### config.mk
export PLATFORM = sky130hd
export DESIGN_NAME = sv39pti_ctrl
export DESIGN_NICKNAME = d
export VERILOG_FILES = /design/src/sv/sv39pti_pkg.sv /design/src/sv/sv39pti_ctrl.sv
export SDC_FILE = /design/constraint.sdc
export NUM_CORES = 1
export LEC_CHECK = 0
export BUFFER_PORTS_ARGS = -buffer_cell sky130_fd_sc_hd__buf_2
export CORE_AREA = 2 2 39 41
export CTS_BUF_LIST = sky130_fd_sc_hd__clkbuf_4 sky130_fd_sc_hd__clkbuf_8
export DETAILED_ROUTE_END_ITERATION = 12
export DIE_AREA = 0 0 41 43
export PLACE_DENSITY = 0.51
export SETUP_SLACK_MARGIN = 0.3
export SYNTH_ARGS = -nofsm -noshare
export SYNTH_HDL_FRONTEND = slang
export SYNTH_SLANG_ARGS = --single-unit
export TNS_END_PERCENT = 1
### constraint.sdc
create_clock -name clock -period 1.73 [get_ports clock]
set_clock_uncertainty 0.2 [all_clocks]
set_input_delay 0.346 -clock clock [delete_from_list [all_inputs] [get_ports clock]]
set_output_delay 0.346 -clock clock [all_outputs]
set_load 0.02 [all_outputs]
### src/sv/sv39pti_pkg.sv
// ----------------------------------------------------------------------------
// sv39pti_pkg: shared types and constants of the Sv39 page table insert unit
// Holds the field widths, pool geometry, entry layout, result codes and the
// controller command and status groups.
// ----------------------------------------------------------------------------
package sv39pti_pkg;

   localparam int POOL_PAGES       = 16;
   localparam int ENTRIES_PER_PAGE = 512;
   localparam int IDX_W            = 9;
   localparam int PAGE_OFFSET_W    = 12;

   localparam int VA_W     = 39;
   localparam int PA_W     = 56;
   localparam int PPN_W    = 44;
   localparam int LEVEL_W  = 2;
   localparam int STATUS_W = 2;
   localparam int PTE_W    = 64;
   localparam int PAGES_W  = 5;

   localparam int SLOT_W   = (POOL_PAGES > 1) ? $clog2(POOL_PAGES) : 1;
   localparam int DEPTH    = POOL_PAGES * ENTRIES_PER_PAGE;
   localparam int ADDR_W   = $clog2(DEPTH);
   localparam int TAKEN_W  = ($clog2(POOL_PAGES + 1) > PAGES_W) ?
                             $clog2(POOL_PAGES + 1) : PAGES_W;

   localparam logic [PPN_W-1:0] POOL_TOP_RESET = PPN_W'(131071);
   localparam logic [9:0]       LEAF_FLAGS     = 10'h0CF;

   localparam logic [LEVEL_W-1:0] LEVEL_4K = 2'd0;
   localparam logic [LEVEL_W-1:0] LEVEL_2M = 2'd1;
   localparam logic [LEVEL_W-1:0] LEVEL_1G = 2'd2;

   // Compact table entry: only the fields that a later walk looks at.
   typedef struct packed {
      logic [SLOT_W-1:0] slot;
      logic              leaf;
      logic              valid;
   } entry_type;

   localparam int ENTRY_W = $bits(entry_type);

   typedef enum logic [STATUS_W-1:0] {
      ST_MAPPED      = 2'd0,
      ST_ALREADY     = 2'd1,
      ST_EXHAUSTED   = 2'd2,
      ST_LEAF_IN_WAY = 2'd3
   } status_type;

   typedef enum logic [2:0] {
      S_CLEAR,
      S_IDLE,
      S_READ,
      S_EVAL,
      S_DONE
   } state_type;

   typedef struct packed {
      logic       clear_step;
      logic       load_req;
      logic       write_leaf;
      logic       follow;
      logic       take;
      logic       set_status;
      status_type status;
      logic       publish;
   } dp_cmd_type;

   typedef struct packed {
      logic clear_done;
      logic entry_valid;
      logic entry_leaf;
      logic at_leaf;
      logic pool_full;
      logic out_free;
   } dp_stat_type;

endpackage

### src/sv/sv39pti_ctrl.sv
// ----------------------------------------------------------------------------
// sv39pti_ctrl: walk controller
// Runs the clearing pass after reset, then steps each request through the
// table levels, one read and one evaluation per level.
// ----------------------------------------------------------------------------
module sv39pti_ctrl (
   input  logic                     clock,
   input  logic                     reset,
   input  logic                     req_tvalid,
   output logic                     req_tready,
   input  sv39pti_pkg::dp_stat_type stat,
   output sv39pti_pkg::dp_cmd_type  cmd
);
   import sv39pti_pkg::*;

   state_type state_ff;
   state_type state_in;

   always_ff @(posedge clock) begin
      if (reset) begin
         state_ff <= S_CLEAR;
      end else begin
         state_ff <= state_in;
      end
   end

   always_comb begin
      state_in   = state_ff;
      cmd        = '0;
      cmd.status = ST_MAPPED;
      req_tready = 1'b0;
      case (state_ff)
         S_CLEAR: begin
            cmd.clear_step = 1'b1;
            if (stat.clear_done) begin
               state_in = S_IDLE;
            end
         end
         S_IDLE: begin
            req_tready = 1'b1;
            if (req_tvalid) begin
               cmd.load_req = 1'b1;
               state_in     = S_READ;
            end
         end
         S_READ: begin
            state_in = S_EVAL;
         end
         S_EVAL: begin
            state_in = S_DONE;
            if (stat.at_leaf) begin
               cmd.set_status = 1'b1;
               if (stat.entry_valid) begin
                  cmd.status = ST_ALREADY;
               end else begin
                  cmd.status     = ST_MAPPED;
                  cmd.write_leaf = 1'b1;
               end
            end else if (stat.entry_valid && stat.entry_leaf) begin
               cmd.set_status = 1'b1;
               cmd.status     = ST_LEAF_IN_WAY;
            end else if (stat.entry_valid) begin
               cmd.follow = 1'b1;
               state_in   = S_READ;
            end else if (stat.pool_full) begin
               cmd.set_status = 1'b1;
               cmd.status     = ST_EXHAUSTED;
            end else begin
               cmd.take = 1'b1;
               state_in = S_READ;
            end
         end
         S_DONE: begin
            if (stat.out_free) begin
               cmd.publish = 1'b1;
               state_in    = S_IDLE;
            end
         end
         default: begin
            state_in = S_IDLE;
         end
      endcase
   end

endmodule

Yosys cells after proc, flatten, opt, wreduce, memory -nomap -nowiden

Cells that the tools add are included.

Add/sub/neg operators: 0
$mul: 0
Div/mod/pow operators: 0
Magnitude comparators: 0
Eq/ne operators: 7
Shift-type cells: 0
Multiplexer cells: 26
Bitwise operators: 0
Reductions and logical operators: 3

Operators with widths:

| operator                                      | number |
|---|---|
| two-way mux 3 bit                             | 10 |
| case mux 3 bit (5 select lines)               | 1 |
| two-way mux 1 bit                             | 11 |
| == test 3 x 2 -> 1 bit, second input constant | 2 |
| two-way mux 6 bit                             | 1 |
| != test 2 bit, second input constant          | 3 |
| two-way mux 2 bit                             | 2 |
| two-way mux 4 bit                             | 1 |
| == test 3 x 1 -> 1 bit, second input constant | 1 |
| == test 3 bit, second input constant          | 1 |
| logical NOT 3 bit                             | 1 |
| AND reduction 3 bit                           | 1 |
| logical AND 1 bit                             | 1 |

Flip-flop bits (word level): 3
Bits in latches: 0
Bits in writable memories: 0
ROM bits: 0
Bits of input ports: 9
Output and inout port bits: 10
Word-level logic and storage cells: 37
Memories kept: 0

Logic depth before layout (Yosys ltp)

Gate-level depths: netlist of the first run.

Depth in word-level cells: 5
Mapped depth: 4
Depth with buffers taken out: 3

Least setup slack after synthesis of the first run

Ideal clock, no wire load.

Path kind: register to output
Start: register state_ff[0]
End: output cmd[5] in the netlist's numbering
Data arrival time: 1401 ps
Required time: 1184 ps
Slack: -217 ps
Cell stages (with the launch flop): 4
Path buffers: 1
Path through: dfxtp_1 > buf_4 > nand3b_1 > nor4b_1

RTL lines:

| item                   | RTL line           | RTL |
|---|---|---|
| start, declared        | sv39pti_ctrl.sv:16 | `state_type state_ff;` |
| start signal, assigned | sv39pti_ctrl.sv:23 | `state_ff <= state_in;` |
| end, declared          | sv39pti_ctrl.sv:12 | `output sv39pti_pkg::dp_cmd_type cmd` |

==> out/results.tsv, run 1 <==
metric	value	unit
Largest Register	state_ff	
post-synthesis adder-cell area fraction	0	
Area after DPL	435.4	um2
antenna violations before repair	0	
Pwr Total	0.3359	mW
Residual DRC	0	
status	finished, violations left	
Initial DRC Count	6	
maximum vdd drop	566.9	uV
routed len/inst	10.71	um
CP max FO	6	
vias in the first global route	302	
Max Slew Vio Count	0	
Clock transition at path regs	0.03	ns
Final GP Congestion	0.6621	
Compound-Gate Fraction of Synth Area	0.1909	
Multi-input gate area	257.7	um2
H-tree depth	1	
I/O Buffers	18	
first-pass GRT wire length	1248	um
Fin. Hold Viols	0	
main combinational cell family by area after synthesis	simple AND/OR/NAND/NOR gates	
Avg Inst Size Synth	8.096	um2
Cells after Synth	34	
dpl ws	0.04151	ns
Nets	70	
Area contributors post-synth	dfxtp_1 22%, nor3b_1 8.2%, nor2_1 6.8%, nor3_1 5.5%, a221oi_2 5.5%	
min cycle time layout	1.743	ns
Cell Rows	14	
layout cell share with drive strength beyond 1	0.7333	
largest registers	state_ff (3)	
Std-Cell Core Area	1384	um2
Crit-path slowest cell	dfxtp_2	
max FFs per register	3	
clk buf depth	2	
Mapped Nets	43	
Root Driver	clkbuf_4	
hold_ws	0.1061	ns
register bit total from synthesis	3	
Tightest Pin Transition	0.2162	ns
Die Height	43	um
Synth Warn #	0	
Final Cycle Share	1.007	
CTS tree	yes	
clock sink total	3	
CP Data Arrival Time	1.20	ns
RSZ-0062 raised after global routing	true	
Clk Latency, worst-skew pair	0.23	ns
ys flop type	dfxtp_1	
mean number of vias per cell	4.737	
top-count cell post-synth	nor2_1	
worst setup margin	-0.01256	ns
total grt overflow	0	
Buf/Inv on CP	2	
leading area contributor after synthesis	dfxtp_1	
asr flop ratio synth	0	
# IOs	19	
number of synthesized flops with an enable pin	0	
pwr dens	600.5	nW/um2
area grow syn2layout	103.2	%
fillers	152	
Antenna Cells	0	
Total GRT Usage	0.1052	
# setup viols final	1	
fmax	573.9	MHz
ANT nets after route	0	
FF+latch area	63.81	um2
DRT Wirelength	814	um
Worst Path Required	1.18	ns
Setup CP Type	reg2out	
Distinct cells, synth	23	
die area	1763	um2
simple logic cell fraction of the synthesized area	0.4318	
Slew HR	0.8549	
Pre-antenna DRT Iters	3	
Crit path max-delay family	simple AND/OR/NAND/NOR gates	
Vias	360	
Die Wd	41	um
total CTS buffers	3	
mux cell area share after synthesis	0.07727	
Hold Path Class	in2reg	
failing checks	setup timing	
Critical Path Sink Type	primary output	
top-area cell type share of the netlist area	0.2182	
sequential share of the synthesized area	0.2182	
crit start category	register	
crit-path cells	nand3b_1 -> buf_6 -> nor4b_4 -> buf_4	
XOR/XNOR Fraction of Synth Area	0	
largest net degree at the start of global routing	11	
CP max stage delay	0.30	ns
Pleak	0.2417	nW
post-DP HPWL	592.6	um
Layout Utilization	0.4042	
final instance area	559.3	um2
# Max-Cap Violations	0	
Starting Density	0.1989	
Post-synth top cells	5 x nor2_1, 3 x dfxtp_1, 3 x nor3_1, 3 x nor3b_1, 2 x nand2_1	
Synth Cell Area	275.3	um2
layer usage:
layer / up-vias / track usage / wire (um)
met3: 0 / 0.06283 / 88
li1: 179 / - / -
met2: 18 / 0.1688 / 413
met5: - / 0 / 0
met4: 0 / 0 / 0
met1: 163 / 0.1246 / 313
repair_timing:
action	in CTS	in global routing
setup endpoints to repair	11	11
buffers inserted	1	0
resized for setup	23	4
pin swaps	6	6
hold buffers	0	0
where the power goes:
group | leakage (nW) | internal [mW] | total [mW] | switching, mW
registers | 0.0258 | 0.0753 | 0.0783 | 0.00299
logic | 0.198 | 0.0623 | 0.122 | 0.0602
clock network | 0.0184 | 0.102 | 0.135 | 0.0333
total | 0.242 | 0.239 | 0.336 | 0.0965
final cells by class:
type / count / share of cell area
Multi-Input combinational cell: 28 / 0.4609
Sequential cell: 3 / 0.1141
Tap cell: 16 / 0.03579
Timing Repair Buffer: 24 / 0.3289
Clock buffer: 4 / 0.05369
Inverter: 1 / 0.006711
final timing paths:
check	startpoint	to	slack, ns	cells past startpoint
max reg2reg	state_ff[0]	state_ff[2]	0.25	3
min reg2reg	state_ff[1]	state_ff[1]	0.44	3
max	state_ff[2]	cmd[5]	-0.01	4
min	reset	state_ff[2]	0.11	2
cell usage in the layout (no fill, tap or decap), types with 2 or more instances in the layout:
master    count
clkbuf_4      4
dfxtp_2       3
buf_6         7
nor3_1        2
nand2_1       2
buf_4         8
nor3b_2       2
nor2_1        4
buf_2         9
per-stage QoR:
stage | TNS, ns | cells
after floorplan | 0 | 34
after global placement | 0 | 71
after detailed placement | 0 | 71
after CTS | -0.04850 | 76
after global routing | -0.2009 | 76
final | -0.01256 | 76
cell families (layout without fill, tap and decap cells):
kind of cell | count (synthesis) | after routing
simple gates | 20 | 20
mux | 2 | 2
compound gates | 6 | 6
buf+inv | 3 | 29
flops | 3 | 3
Note: power is estimated with default switching activity, not from simulation.
==> run 2: changes to the inputs <==
CORE_AREA = 4 4 41 43   (was 2 2 39 41)
CTS_CLUSTER_DIAMETER = 200   (was not set)
DIE_AREA = 0 0 45 47   (was 0 0 41 43)
GPL_TIMING_DRIVEN = 0   (was not set)
==> run 2 against run 1 <==
The flow still finishes with violations (setup timing). Sequential share of layout area up 0.39 points. Global-route usage is 1.0 points lower. Non-clock buffer count grew 1. Clock-buffer cell count unchanged. Fmax fell by 5.8%. Highest routed layer unchanged.
==> out/results.tsv, run 2 (same netlist as run 1, synthesis figures left out) <==
metric	value	unit	change
Std-Cell Core Area	1301	um2	-6.0%
Slew HR	0.8443		-0.01057
Crit. path cell count	5		+1
maximum vdd drop	507.5	uV	-10%
Root Driver	clkbuf_4		
pwr dens	589.3	nW/um2	-1.9%
Tightest Pin Transition	0.2319	ns	+0.01574 ns
Crit path top cell by count	buf_6		
share of power burned in registers	0.231		-0.002
clock sink total	3		unchanged
CTS tree	yes		
RSZ-0062 raised after global routing	true		
Clock transition at path regs	0.04	ns	about the same
ANT nets after route	0		unchanged
Hold Path Class	in2reg		
fmax	540.5	MHz	-5.8%
Starting Density	0.2115		+0.01262
CP Data Arrival Time	1.30	ns	+0.10 ns
Total GRT Usage	0.09471		-0.01050
post-DP HPWL	593.8	um	+0.20%
Crit-path slowest cell	dfxtp_2		
R2R depth	4		+1
status	finished, violations left		
Max Slew Vio Count	0		unchanged
hold_ws	0.1094	ns	+0.003250 ns
Worst Path Required	1.18	ns	about the same
net switching fraction of the power	0.2881		+0.0008890
Die Wd	45	um	+9.8%
total grt overflow	0		unchanged
Buf/Inv on CP	3		+1
failing checks	setup timing		
clk buf depth	2		unchanged
# setup viols final	6		+5
most common cell after layout, fill and taps aside	buf_4		
Fin. Hold Viols	0		unchanged
# Max-Cap Violations	0		unchanged
Pleak	0.2527	nW	+4.6%
Comb pwr share	0.365		about the same
Vias	358		-0.56%
antenna violations before repair	0		unchanged
I/O Buffers	18		unchanged
area grow syn2layout	104.1	%	
Die Height	47	um	+9.3%
P_sw	0.09539	mW	-1.1%
mean number of vias per cell	4.711		-0.56%
fillers	141		-7.2%
total CTS buffers	3		unchanged
vias in the first global route	347		+15%
largest net degree at the start of global routing	10		-1
most frequent cells in the layout	11 x buf_4, 9 x buf_2, 4 x buf_6, 4 x clkbuf_4, 3 x nor2_1		
# IOs	19		unchanged
die area	2115	um2	+20%
P_int	0.2357	mW	-1.6%
crit start category	register		
worst hold stages	2		unchanged
CP max stage delay	0.31	ns	about the same
Critical Path Sink Type	primary output		
layout cell share with drive strength beyond 1	0.7377		+0.004372
Crit path max-delay family	buffers and inverters		
Clk pwr share	0.404		+0.002
H-tree depth	1		unchanged
min cycle time layout	1.850	ns	+0.1075 ns
Antenna Cells	0		unchanged
DRT Wirelength	857	um	+5.3%
Nets	71		+1.4%
routed len/inst	11.28	um	+5.3%
max FFs per register	3		unchanged
Largest Register	state_ff		
largest registers	state_ff (3)		
CP max FO	4		-2
Initial DRC Count	2		-4
Setup CP Type	reg2out		
Clk Latency, worst-skew pair	0.23	ns	about the same
Residual DRC	0		unchanged
Final Cycle Share	1.069		+0.06212
Pwr Total	0.3311	mW	-1.4%
Cell Rows	13		-1
crit-path cells	buf_6 -> nand3b_1 -> buf_6 -> nor3b_2 -> buf_4		
Pre-antenna DRT Iters	2		-1
Final GP Congestion	0.6760		+2.1%
worst setup margin	-0.1200	ns	-0.1075 ns
first-pass GRT wire length	1435	um	+15%
-- run 2: path summary, 6_finish.rpt --
kind,start,to,slack (ns)
hold / removal,reset,state_ff[2],0.11
hold reg to reg,state_ff[0],state_ff[2],0.33
setup / recovery,state_ff[1],cmd[2],-0.12
setup reg to reg,state_ff[1],state_ff[2],0.17
-- run 2: power by group through the flow --
stage | logic [mW] | clock network, mW | registers, mW
after global routing | 0.130 | 0.152 | 0.0768
after CTS | 0.111 | 0.141 | 0.0764
after detailed placement | 0.0897 | 0 | 0.0778
final | 0.121 | 0.134 | 0.0764
after floorplan | 0.0573 | 0 | 0.0773
after global placement | 0.0894 | 0 | 0.0777
-- run 2: layout make-up --
cell class	instances	area (um2)	share of cell area
multi-input cells	28	255.2	0.4543
repair buffers	23	165.2	0.2940
flip-flops and latches	3	66.31	0.1180
clock buffers	4	30.03	0.05345
plain buffers	2	22.52	0.04009
well taps	15	18.77	0.03341
inverters	1	3.754	0.006682
-- run 2: per-layer routing --
metal / up-vias / GRT usage / part of all wire
li1: 180 / - / -
met1: 159 / 0.1020 / 0.43
met2: 19 / 0.1610 / 0.46
met3: 0 / 0.04598 / 0.10
met4: 0 / 0.03509 / 0
met5: - / 0 / 0
-- run 2: worst register-to-register path, cell delays in order (launching register included) --
cell and delay (ns):
dfxtp_2 0.31, buf_6 0.11, buf_8 0.13, or4b_4 0.48, a221oi_2 0.24
-- run 2: per-stage QoR --
step                setup TNS [ns]  utilization  area, um2  setup WS [ns]  instances
finish                     -0.5471       0.4317      561.8        -0.1200         76
global route                -1.106       0.4317      561.8        -0.2216         76
CTS                        -0.7212       0.4067      529.3        -0.1446         76
detailed placement         -0.1837       0.3192      415.4        -0.1008         67
global placement           -0.1599       0.3192      415.4       -0.08671         67
floorplan                        0            -      306.5        0.05681         34
-- run 2: what timing repair did --
item	CTS	global route
pin swaps	5	2
hold buffers	0	0
buffers inserted	5	0
endpoints found under the setup margin	11	11
gates resized for setup	17	8
==> run 3: changes to the inputs <==
REMOVE_ABC_BUFFERS = 1   (was not set)
==> run 3 against run 2 <==
The run still ends with setup timing left. Final cell count down 7.9%. Final area down 20%. Routed wire length down 17%. Critical path depth down 2. First-iteration DRC count down 100%. Worst setup slack worse by 0.012 ns. Sequential share of layout area up 3.6 points. Largest power group unchanged. Highest routed layer unchanged.
==> out/results.tsv, run 3 (same netlist as run 1, synthesis figures left out) <==
metric	value	unit	change
WL met2	354	um	-10%
RSZ-0062 raised after global routing	true		
Max Slew Vio Count	0		unchanged
DRT Wirelength	709	um	-17%
total grt overflow	0		unchanged
maximum vdd drop	322.8	uV	-36%
failing checks	setup timing		
wl on met1	271	um	-27%
Root Driver	clkbuf_4		
# Max-Cap Violations	0		unchanged
largest registers	state_ff (3)		
Pre-antenna DRT Iters	1		-1
die area	2115	um2	unchanged
first-pass GRT wire length	1248	um	-13%
Die Wd	45	um	unchanged
status	finished, violations left		
CTS tree	yes		
# IOs	19		unchanged
Cell Rows	13		unchanged
H-tree depth	1		unchanged
total CTS buffers	3		unchanged
mean number of vias per cell	4.700		-0.22%
Pleak	0.1965	nW	-22%
Pwr Total	0.2913	mW	-12%
pwr dens	650.4	nW/um2	+10%
Antenna Cells	0		unchanged
Residual DRC	0		unchanged
total negative slack	-0.6618	ns	-0.1147 ns
Std-Cell Core Area	1301	um2	unchanged
CP Data Arrival Time	1.32	ns	+0.02 ns
hold_ws	0.1097	ns	+0.0003170 ns
layout cell share with drive strength beyond 1	0.6000		-0.1377
min cycle time layout	1.862	ns	+0.01206 ns
Vias	329		-8.1%
Final Cycle Share	1.076		+0.006974
vias in the first global route	310		-11%
most frequent cells in the layout	14 x buf_2, 4 x nor2_1, 4 x clkbuf_4, 4 x buf_4		
Clk Latency, worst-skew pair	0.23	ns	about the same
# setup viols final	6		unchanged
hold buffers post-CTS	0		unchanged
clk buf depth	2		unchanged
worst setup margin	-0.1321	ns	-0.01207 ns
Slew HR	0.8182		-0.02618
most common cell after layout, fill and taps aside	buf_2		
Tightest Pin Transition	0.2719	ns	+0.04002 ns
post-DP HPWL	552	um	-7.0%
Starting Density	0.2115		unchanged
Largest Register	state_ff		
Fin. Hold Viols	0		unchanged
routed len/inst	10.13	um	-10%
antenna violations before repair	0		unchanged
met3 WL	83	um	-6.7%
CP max FO	8		+4
Hold Path Class	in2reg		
I/O Buffers	18		unchanged
fmax	537.0	MHz	-0.65%
Total GRT Usage	0.07972		-0.01500
Worst Path Required	1.18	ns	about the same
Critical Path Sink Type	primary output		
DR top layer	met3		
clock sink total	3		unchanged
area grow syn2layout	62.73	%	
crit start category	register		
Setup CP Type	reg2out		
Clock transition at path regs	0.04	ns	about the same
Nets	65		-8.5%
Final GP Congestion	0.6717		-0.64%
Die Height	47	um	unchanged
largest net degree at the start of global routing	12		+2
ANT nets after route	0		unchanged
Initial DRC Count	0		-2
max FFs per register	3		unchanged
fillers	154		+9.2%
==> run 3: cell count changes in the layout (fill, tap and decap cells not counted), moves of 2 or more <==
cell,change
nor3_2,-2
buf_4,-7
buf_6,-3
buf_2,+5
nor3_1,+2
nor3b_1,+2
nor3b_2,-2
==> run 3: worst paths after layout <==
kind	start	to	slack [ns]	depth (start not counted)
worst max-delay path	state_ff[2]	cmd[5]	-0.13	3
worst min-delay path	reset	state_ff[2]	0.11	2
worst max register to register	state_ff[0]	state_ff[2]	0.31	2
worst min register to register	state_ff[1]	state_ff[1]	0.35	2
==> run 3: worst max-delay path, cell delays in order (launching register included) <==
cell	delay (ns)
dfxtp_2	0.34
nand3b_1	0.29
nor4b_2	0.25
buf_2	0.20
==> run 3: final cells by class <==
| type | count | area [um2] | share of cell area |
|---|---|---|---|
| sequential | 3 | 68.82 | 0.1536 |
| inverter | 1 | 3.754 | 0.008380 |
| clock buffer | 4 | 30.03 | 0.06704 |
| tap | 15 | 18.77 | 0.04190 |
| timing repair buffer | 19 | 111.4 | 0.2486 |
| multi-input combinational | 28 | 215.2 | 0.4804 |
==> run 3: power breakdown <==
group | switching [mW] | leakage [nW] | total, mW | internal, mW
combinational | 0.0402 | 0.152 | 0.0732 | 0.0329
sequential | 0.0107 | 0.0264 | 0.0854 | 0.0747
clock | 0.0311 | 0.0184 | 0.133 | 0.102
total | 0.0820 | 0.197 | 0.291 | 0.209
==> run 3: per-layer routing <==
layer | up-vias | GRT usage
met2 | 14 | 0.1384
li1 | 167 | -
met5 | - | 0
met4 | 0 | 0.03509
met3 | 0 | 0.03065
met1 | 148 | 0.08617
==> run 3: metrics by stage <==
stage	worst slack [ns]	cell area (um2)	instances	utilization
global placement	-0.1088	365.4	65	0.2808
detailed placement	-0.05657	365.4	65	0.2808
floorplan	-0.2644	256.5	32	-
CTS	-0.1392	430.4	70	0.3308
global route	-0.2616	447.9	70	0.3442
finish	-0.1321	447.9	70	0.3442
==> run 3: repair_timing <==
action | 4_1_cts | 5_1_grt
setup buffers | 1 | 0
endpoints found under the setup margin | 11 | 11
pin swaps | 4 | 0
gates resized for setup | 9 | 5
